==> src/rtl/lfbr_pkg.sv <==
// shared types and constants of the lagged fibonacci random unit
package lfbr_pkg;

    localparam int WORD_W        = 32;
    localparam int SEED_INDEX_W  = 7;
    localparam int OP_W          = 2;
    localparam int IN_DATA_W     = 72;
    localparam int OUT_DATA_W    = 32;

    localparam int LONG_LAG_DEF  = 97;
    localparam int SHORT_LAG_DEF = 33;
    localparam logic [WORD_W-1:0] MAX_VALUE_DEF = 32'hFFFF_FFFF;

    // retry budget of a bounded draw
    localparam int MAX_TRIES     = 4096;
    localparam int TRIES_W       = $clog2(MAX_TRIES + 1);

    typedef enum logic [OP_W-1:0] {
        OP_SEED    = 2'd0,
        OP_RAW     = 2'd1,
        OP_BOUNDED = 2'd2
    } op_t;

    typedef enum logic [2:0] {
        ST_IDLE,
        ST_DRAW,
        ST_DIV,
        ST_CHECK,
        ST_OUTPUT
    } ctrl_state_t;

    typedef enum logic [1:0] {
        RING_IDLE,
        RING_LONG,
        RING_SHORT
    } ring_state_t;

    typedef struct packed {
        logic                    start;
        logic                    seed_en;
        logic [SEED_INDEX_W-1:0] seed_index;
        logic [WORD_W-1:0]       seed_word;
    } ring_req_t;

    typedef struct packed {
        logic              done;
        logic [WORD_W-1:0] value;
    } ring_rsp_t;

endpackage

==> src/rtl/lfbr_ram.sv <==
// generic single write port ram with registered read
module lfbr_ram #(
    parameter int WIDTH = 32,
    parameter int DEPTH = 97
) (
    input  logic                     clk,
    input  logic                     we,
    input  logic [$clog2(DEPTH)-1:0] waddr,
    input  logic [WIDTH-1:0]         wdata,
    input  logic [$clog2(DEPTH)-1:0] raddr,
    output logic [WIDTH-1:0]         rdata
);

    logic [WIDTH-1:0] mem [DEPTH];
    logic [WIDTH-1:0] rdata_reg;

    always_ff @(posedge clk)
    begin
        if (we)
        begin
            mem[waddr] <= wdata;
        end
        rdata_reg <= mem[raddr];
    end

    assign rdata = rdata_reg;

endmodule

==> src/rtl/lfbr_divider.sv <==
// bit-serial restoring remainder unit, one dividend bit per cycle
module lfbr_divider
    import lfbr_pkg::*;
#(
    parameter int W = WORD_W
) (
    input  logic         clk,
    input  logic         rst_n,
    input  logic         start,
    input  logic [W-1:0] dividend,
    input  logic [W-1:0] divisor,
    output logic         done,
    output logic [W-1:0] remainder
);

    localparam int CW = $clog2(W);

    logic          busy_reg;
    logic          done_reg;
    logic [CW-1:0] count_reg;
    logic [W-1:0]  rem_reg;
    logic [W-1:0]  shift_reg;
    logic [W-1:0]  divisor_reg;

    logic [W:0]    trial;
    logic [W:0]    trial_diff;
    logic [W-1:0]  rem_next;

    // partial remainder stays below the divisor, so the trial fits w+1 bits
    always_comb
    begin
        trial      = {rem_reg, shift_reg[W-1]};
        trial_diff = trial - {1'b0, divisor_reg};
        rem_next   = trial_diff[W] ? trial[W-1:0] : trial_diff[W-1:0];
    end

    always_ff @(posedge clk or negedge rst_n)
    begin
        if (!rst_n)
        begin
            busy_reg  <= 1'b0;
            done_reg  <= 1'b0;
            count_reg <= '0;
        end
        else
        begin
            done_reg <= 1'b0;
            if (start)
            begin
                busy_reg  <= 1'b1;
                count_reg <= CW'(W - 1);
            end
            else if (busy_reg)
            begin
                if (count_reg == '0)
                begin
                    busy_reg <= 1'b0;
                    done_reg <= 1'b1;
                end
                else
                begin
                    count_reg <= count_reg - 1'b1;
                end
            end
        end
    end

    always_ff @(posedge clk)
    begin
        if (start)
        begin
            rem_reg     <= '0;
            shift_reg   <= dividend;
            divisor_reg <= divisor;
        end
        else if (busy_reg)
        begin
            rem_reg   <= rem_next;
            shift_reg <= {shift_reg[W-2:0], 1'b0};
        end
    end

    assign done      = done_reg;
    assign remainder = rem_reg;

endmodule

==> src/rtl/lfbr_lag_ring.sv <==
// lag table with long and short pointers and the modular add of a raw draw
module lfbr_lag_ring
    import lfbr_pkg::*;
#(
    parameter int LONG_LAG  = LONG_LAG_DEF,
    parameter int SHORT_LAG = SHORT_LAG_DEF
) (
    input  logic      clk,
    input  logic      rst_n,
    input  ring_req_t req,
    output ring_rsp_t rsp
);

    localparam int IW = $clog2(LONG_LAG);
    localparam logic [IW-1:0] LONG_START  = IW'(LONG_LAG - 1);
    localparam logic [IW-1:0] SHORT_START = IW'((SHORT_LAG - 1) % LONG_LAG);

    ring_state_t       state_reg;
    ring_state_t       state_next;
    logic [IW-1:0]     lp_reg;
    logic [IW-1:0]     sp_reg;
    logic [WORD_W-1:0] long_word_reg;

    logic              we;
    logic [IW-1:0]     waddr;
    logic [WORD_W-1:0] wdata;
    logic [IW-1:0]     raddr;
    logic [WORD_W-1:0] rdata;
    logic [WORD_W-1:0] sum;

    function automatic logic [IW-1:0] step_down(input logic [IW-1:0] p);
        return (p == '0) ? LONG_START : p - 1'b1;
    endfunction

    lfbr_ram #(
        .WIDTH (WORD_W),
        .DEPTH (LONG_LAG)
    ) u_table (
        .clk   (clk),
        .we    (we),
        .waddr (waddr),
        .wdata (wdata),
        .raddr (raddr),
        .rdata (rdata)
    );

    always_ff @(posedge clk or negedge rst_n)
    begin
        if (!rst_n)
        begin
            state_reg <= RING_IDLE;
        end
        else
        begin
            state_reg <= state_next;
        end
    end

    // long word is read in the request cycle, short word in the cycle after
    always_comb
    begin
        state_next = state_reg;
        we         = 1'b0;
        waddr      = lp_reg;
        wdata      = req.seed_word;
        raddr      = lp_reg;
        sum        = long_word_reg + rdata;
        rsp.done   = 1'b0;
        rsp.value  = sum;
        unique case (state_reg)
            RING_IDLE:
            begin
                if (req.seed_en)
                begin
                    we    = 1'b1;
                    waddr = req.seed_index[IW-1:0];
                end
                if (req.start)
                begin
                    state_next = RING_LONG;
                end
            end
            RING_LONG:
            begin
                raddr      = sp_reg;
                state_next = RING_SHORT;
            end
            RING_SHORT:
            begin
                we         = 1'b1;
                wdata      = sum;
                rsp.done   = 1'b1;
                state_next = RING_IDLE;
            end
            default:
            begin
                state_next = RING_IDLE;
            end
        endcase
    end

    always_ff @(posedge clk or negedge rst_n)
    begin
        if (!rst_n)
        begin
            lp_reg <= LONG_START;
            sp_reg <= SHORT_START;
        end
        else if (state_reg == RING_SHORT)
        begin
            lp_reg <= step_down(lp_reg);
            sp_reg <= step_down(sp_reg);
        end
    end

    always_ff @(posedge clk)
    begin
        if (state_reg == RING_LONG)
        begin
            long_word_reg <= rdata;
        end
    end

endmodule

==> src/rtl/lagged_fibonacci_bounded_random_unit.sv <==
// Additive lagged fibonacci generator with rejection-bounded draws.
// Requests come in on the s_axis channel: tuser carries the operation
// (seed write, raw draw, bounded draw), tdata the seed index, seed word
// and limit. Each draw gives one number on the m_axis channel; seed
// writes and unknown operations give nothing.
// One request is worked on at a time. A raw draw holds the input until
// its result is loaded: the lag table has one read port, so the long and
// short words are read in turn before the add.
// A bounded draw with a zero limit gives zero. Otherwise each try reads
// the table, runs the value through the 32-step bit-serial remainder unit
// and makes the rejection check. A rejected value starts another try, up
// to 4096 tries, and the result is handed over before the next request
// is taken.
// After reset the pointers sit at their start positions and the table
// holds nothing useful until every entry that a draw will read is seeded.
// A result waits in the output register while the receiver stalls; the
// next request is still taken, and its result waits until that register
// is free.
module lagged_fibonacci_bounded_random_unit
    import lfbr_pkg::*;
#(
    parameter int                LONG_LAG  = LONG_LAG_DEF,
    parameter int                SHORT_LAG = SHORT_LAG_DEF,
    parameter logic [WORD_W-1:0] MAX_VALUE = MAX_VALUE_DEF
) (
    input  logic                  clk,
    input  logic                  rst_n,
    input  logic                  s_axis_tvalid,
    output logic                  s_axis_tready,
    // seed_index [6:0], seed_word [38:7], limit [70:39], zero [71]
    input  logic [IN_DATA_W-1:0]  s_axis_tdata,
    // operation [1:0]
    input  logic [OP_W-1:0]       s_axis_tuser,
    output logic                  m_axis_tvalid,
    input  logic                  m_axis_tready,
    // number [31:0]
    output logic [OUT_DATA_W-1:0] m_axis_tdata
);

    ctrl_state_t       state_reg;
    ctrl_state_t       state_next;
    op_t               op_reg;
    logic [WORD_W-1:0] limit_reg;
    logic [WORD_W-1:0] v_reg;
    logic [WORD_W-1:0] diff_reg;
    logic [WORD_W-1:0] result_reg;
    logic [TRIES_W-1:0] tries_reg;
    logic              out_valid_reg;
    logic [WORD_W-1:0] out_data_reg;

    op_t                     in_op;
    logic [SEED_INDEX_W-1:0] in_seed_index;
    logic [WORD_W-1:0]       in_seed_word;
    logic [WORD_W-1:0]       in_limit;
    logic                    accept;
    logic                    load_out;
    logic                    div_start;
    logic                    div_done;
    logic [WORD_W-1:0]       div_rem;
    logic                    reject;
    ring_req_t               ring_req;
    ring_rsp_t               ring_rsp;

    assign in_op         = op_t'(s_axis_tuser);
    assign in_seed_index = s_axis_tdata[6:0];
    assign in_seed_word  = s_axis_tdata[38:7];
    assign in_limit      = s_axis_tdata[70:39];
    assign s_axis_tready = (state_reg == ST_IDLE);
    assign accept        = s_axis_tvalid && s_axis_tready;

    lfbr_lag_ring #(
        .LONG_LAG  (LONG_LAG),
        .SHORT_LAG (SHORT_LAG)
    ) u_ring (
        .clk   (clk),
        .rst_n (rst_n),
        .req   (ring_req),
        .rsp   (ring_rsp)
    );

    lfbr_divider #(
        .W (WORD_W)
    ) u_divider (
        .clk       (clk),
        .rst_n     (rst_n),
        .start     (div_start),
        .dividend  (ring_rsp.value),
        .divisor   (limit_reg),
        .done      (div_done),
        .remainder (div_rem)
    );

    // v - (v mod limit) is the base of v's block; the value is rejected
    // when base + limit passes the maximum, which covers the last, partial block
    assign reject = (v_reg > MAX_VALUE)
                 || (({1'b0, diff_reg} + {1'b0, limit_reg}) > {1'b0, MAX_VALUE});

    always_ff @(posedge clk or negedge rst_n)
    begin
        if (!rst_n)
        begin
            state_reg <= ST_IDLE;
        end
        else
        begin
            state_reg <= state_next;
        end
    end

    always_comb
    begin
        state_next          = state_reg;
        ring_req.start      = 1'b0;
        ring_req.seed_en    = 1'b0;
        ring_req.seed_index = in_seed_index;
        ring_req.seed_word  = in_seed_word;
        div_start           = 1'b0;
        load_out            = 1'b0;
        unique case (state_reg)
            ST_IDLE:
            begin
                if (accept)
                begin
                    unique case (in_op)
                        OP_SEED:
                        begin
                            ring_req.seed_en = (in_seed_index < SEED_INDEX_W'(LONG_LAG));
                        end
                        OP_RAW:
                        begin
                            ring_req.start = 1'b1;
                            state_next     = ST_DRAW;
                        end
                        OP_BOUNDED:
                        begin
                            if (in_limit == '0)
                            begin
                                state_next = ST_OUTPUT;
                            end
                            else
                            begin
                                ring_req.start = 1'b1;
                                state_next     = ST_DRAW;
                            end
                        end
                        default:
                        begin
                        end
                    endcase
                end
            end
            ST_DRAW:
            begin
                if (ring_rsp.done)
                begin
                    if (op_reg == OP_RAW)
                    begin
                        state_next = ST_OUTPUT;
                    end
                    else
                    begin
                        div_start  = 1'b1;
                        state_next = ST_DIV;
                    end
                end
            end
            ST_DIV:
            begin
                if (div_done)
                begin
                    state_next = ST_CHECK;
                end
            end
            ST_CHECK:
            begin
                if (!reject || (tries_reg == TRIES_W'(MAX_TRIES)))
                begin
                    state_next = ST_OUTPUT;
                end
                else
                begin
                    ring_req.start = 1'b1;
                    state_next     = ST_DRAW;
                end
            end
            ST_OUTPUT:
            begin
                if (!out_valid_reg || m_axis_tready)
                begin
                    load_out   = 1'b1;
                    state_next = ST_IDLE;
                end
            end
            default:
            begin
                state_next = ST_IDLE;
            end
        endcase
    end

    always_ff @(posedge clk)
    begin
        if (accept)
        begin
            op_reg     <= in_op;
            limit_reg  <= in_limit;
            result_reg <= '0;
        end
        if (ring_req.start)
        begin
            tries_reg <= (state_reg == ST_IDLE) ? TRIES_W'(1) : tries_reg + 1'b1;
        end
        if ((state_reg == ST_DRAW) && ring_rsp.done)
        begin
            v_reg      <= ring_rsp.value;
            result_reg <= ring_rsp.value;
        end
        if ((state_reg == ST_DIV) && div_done)
        begin
            result_reg <= div_rem;
            diff_reg   <= v_reg - div_rem;
        end
        if (load_out)
        begin
            out_data_reg <= result_reg;
        end
    end

    always_ff @(posedge clk or negedge rst_n)
    begin
        if (!rst_n)
        begin
            out_valid_reg <= 1'b0;
        end
        else if (load_out)
        begin
            out_valid_reg <= 1'b1;
        end
        else if (m_axis_tready)
        begin
            out_valid_reg <= 1'b0;
        end
    end

    assign m_axis_tvalid = out_valid_reg;
    assign m_axis_tdata  = out_data_reg;

endmodule

==> config.mk <==
export PLATFORM = sky130hd
export DESIGN_NAME = lagged_fibonacci_bounded_random_unit
export DESIGN_NICKNAME = d
export VERILOG_FILES = /design/src/rtl/lfbr_pkg.sv /design/src/rtl/lfbr_ram.sv /design/src/rtl/lfbr_divider.sv /design/src/rtl/lfbr_lag_ring.sv /design/src/rtl/lagged_fibonacci_bounded_random_unit.sv
export SDC_FILE = /design/constraint.sdc
export NUM_CORES = 2
export LEC_CHECK = 0
export BUFFER_PORTS_ARGS = -buffer_cell sky130_fd_sc_hd__buf_2
export CORE_MARGIN = 2
export CORE_UTILIZATION = 28
export CTS_CLUSTER_SIZE = 10
export DETAILED_ROUTE_END_ITERATION = 10
export GPL_ROUTABILITY_DRIVEN = 0
export GPL_TIMING_DRIVEN = 1
export PLACE_DENSITY = 0.4
export SKIP_LAST_GASP = 1
export SYNTH_ARGS = -nofsm -noshare
export SYNTH_HDL_FRONTEND = slang
export SYNTH_SLANG_ARGS = --single-unit
==> constraint.sdc <==
create_clock -name clk -period 10.3 [get_ports clk]
set_input_delay 0.515 -clock clk [delete_from_list [all_inputs] [get_ports clk]]
set_output_delay 0.515 -clock clk [all_outputs]
set_load 0.005 [all_outputs]
==> results.json <==
{
  "status": "complete, no violations",
  "crit_path_max_fanout": 68,
  "drtIter0Drc": 5990,
  "ant_nets": 0,
  "fin_nets": 7674,
  "totalWireLength_mm": 413,
  "path_class": "reg2reg",
  "p_leak_uw": 0.0515,
  "synth.area.top_cells": "edfxtp_1, mux4_2, a211oi_1",
  "wire_per_inst_um": 29.1,
  "cts-root-buf": "clkbuf_16",
  "synth-seq-cells": 3466,
  "crit_path_end_kind": "register",
  "cts.repair.resized": 0,
  "hp-class": "in2reg",
  "avgSynthCellArea_um2": 19.7,
  "areaGrowthSynthToFinish_pct": 16.1,
  "die_height_um": 707,
  "tightest_slew_ps": 1240,
  "skew_ps": 62.4,
  "clock_latency_ps": 970,
  "rsz0062_at_grt": "false",
  "synth_top_area_cell": "edfxtp_1",
  "grt-ovfl-total": 0,
  "io_pins": 112,
  "hold_path_depth": 5,
  "hpwl_mm": 231,
  "core-area_um2": 493000,
  "antenna_found_initial": 37,
  "cts.clk_slew.worst_paths_ps": 60,
  "grt_max_degree": 101,
  "worst-r2r-cell-count": 12,
  "setup_viol": 0,
  "cp-start-kind": "register",
  "final_cells": 14167,
  "first_pass_iters": 6,
  "async_reset_ff_share_pct": 0.779,
  "synth_top_area_share_pct": 73.3,
  "cts_made_buffers": 401,
  "synth_cells": 7004,
  "synth_ff_type": "edfxtp_1",
  "syn-num-nets": 7220,
  "required_ps": 11090,
  "largest_register_ffs": 3104,
  "dp_cells": 13519,
  "grt_pass1_vias": 73193,
  "hold_viol": 0,
  "synth_edf_count": 3375,
  "ys_types": 79,
  "vias_per_cell": 4.95,
  "io_buffers": 110,
  "cts_max_level": 5,
  "cts_tree": "done",
  "cts_setup_buffers": 0,
  "ys_warn_count": 0,
  "fin_crit_sh_pct": 56.2,
  "timing.fmax_mhz": 173,
  "slew_viol_final": 0,
  "start_util_pct": 28.1,
  "track_usage_pct": 16.2,
  "vias": 70085,
  "clock_path_buffers": 4,
  "grt_pass1_wl_mm": 575,
  "seq_area_frac_synth_pct": 74.7,
  "drc_errors": 0,
  "r2r_slack_ps": 4510,
  "powerDensity_nw_per_um2": 264,
  "clock-sinks": 3466,
  "finalCoreUtilization_pct": 32.6,
  "synth_area_um2": 138000,
  "maxCapViolCount": 0,
  "layout-drive-gt1-share_pct": 23.9,
  "worst_r2r_endpoint": "u_ring.u_table.rdata[28]",
  "crit_path_end": "u_ring.u_table.rdata[28]",
  "ir_worst_vdd_v": 0.000271,
  "slew_headroom_pct": 16.8,
  "layout_min_cycle_time_ps": 5790,
  "rows": 258,
  "tns_ps": 0,
  "crit_path_start": "u_ring.state_reg[1]",
  "reg2reg_from": "u_ring.state_reg[1]",
  "regMostFlops": "u_ring.u_table.mem",
  "cp_data_arrival_time_ps": 6580,
  "fp.dieW_um": 707,
  "dieArea_um2": 499000
}
## power by group
part	internal, µW	leakage, µW	total [µW]	switching (µW)
Combinational	5050	0.0148	13100	8060
Clock	7240	0.00546	12700	5480
Sequential	16300	0.0312	16600	301
Total	28500	0.0515	42400	13800
## cells in the mapped netlist (38+ instances only)
cell type	number
edfxtp_1	3375
mux4_2	768
a211oi_1	272
nand2_1	227
mux2i_1	198
nor2_1	197
clkbuf_1	194
a21oi_1	187
nor2b_1	184
inv_1	140
o21ai_0	137
ha_1	134
buf_2	117
dfxtp_1	64
nand3_1	64
xnor2_1	50
a21o_1	48
o211ai_1	45
xor2_1	41
nor3_1	40
a2111oi_0	39
buf_1	38
## cells in the final DEF, fill, tap and decap left out, types with 137 or more instances in the layout
cell type	synthesis	final
edfxtp_1	3375	3375
mux4_2	768	768
clkbuf_16	0	410
a211oi_1	272	268
buf_4	20	256
nand2_1	227	220
mux2i_1	198	196
a21oi_1	187	186
nor2b_1	184	180
inv_1	140	137
## worst max-delay path: stages, from the launching register on
cell       delay (ps)
dfrtp_1           480
nor2b_4           130
buf_4             540
nor2_2             90
a21oi_4           580
buf_12            490
buf_4             740
mux4_2            590
nor2b_1           140
a211oi_1          280
a211oi_1          190
a2111oi_2         950
nand3_1           190
## final cells by class
type,count,area (µm²)
antenna,20,50.0
multi-input combinational,3027,34000
sequential,3466,103000
clock buffer,543,10800
clock inverter,49,403
fill,47003,332000
tap,6500,8130
inverter,140,526
timing repair buffer,422,3230
## per-layer routing
metal	track usage [%]	up-vias	share of wire (%)
met1	22.7	38122	45
met2	26.6	1766	48
met4	4.11	4	2.6
li1	-	29685	-
met3	2.00	508	4.6
met5	0	-	0.0068
## cell families (layout without fill, tap and decap cells)
family | Yosys count | count (layout) | share of synthesized area, %
AND/OR/NAND/NOR | 878 | 878 | 3.17
other | 0 | 20 | 0
multiplexers | 1004 | 1004 | 14.3
XOR/XNOR | 91 | 91 | 0.577
buffers and inverters | 511 | 1154 | 1.56
adder cells (fa/ha/maj) | 138 | 138 | 1.27
flip-flops | 3466 | 3466 | 74.7
AO/OA/AOI/OAI | 916 | 916 | 4.45
## timing repair
item                                   4_1_cts  5_1_grt
hold buffers                                36        0
endpoints found under the hold margin       62        0
setup endpoints to repair                    0        0
## worst min-delay path by stage
stage,slack [ps],end,start
finish,120,state_reg[2],s_axis_tvalid
global route,80,limit_reg[31],s_axis_tvalid
CTS,20,state_reg[0],s_axis_tvalid
detailed placement,410,m_axis_tdata[23],result_reg[23]
global placement,410,m_axis_tdata[5],result_reg[5]
floorplan,220,m_axis_tvalid,rst_n
## stage by stage
step	power (µW)	setup slack, ps	cell area [µm²]	hold slack [ps]
2_1_floorplan	25100	3070	138000	219
3_3_place_gp	30200	4440	149000	409
3_5_place_dp	30200	4340	149000	406
4_1_cts	43100	4350	160000	20.3
5_1_grt	44300	4150	160000	84.0
6_report	42400	4510	161000	120
Note: power is estimated with default switching activity, not from simulation.
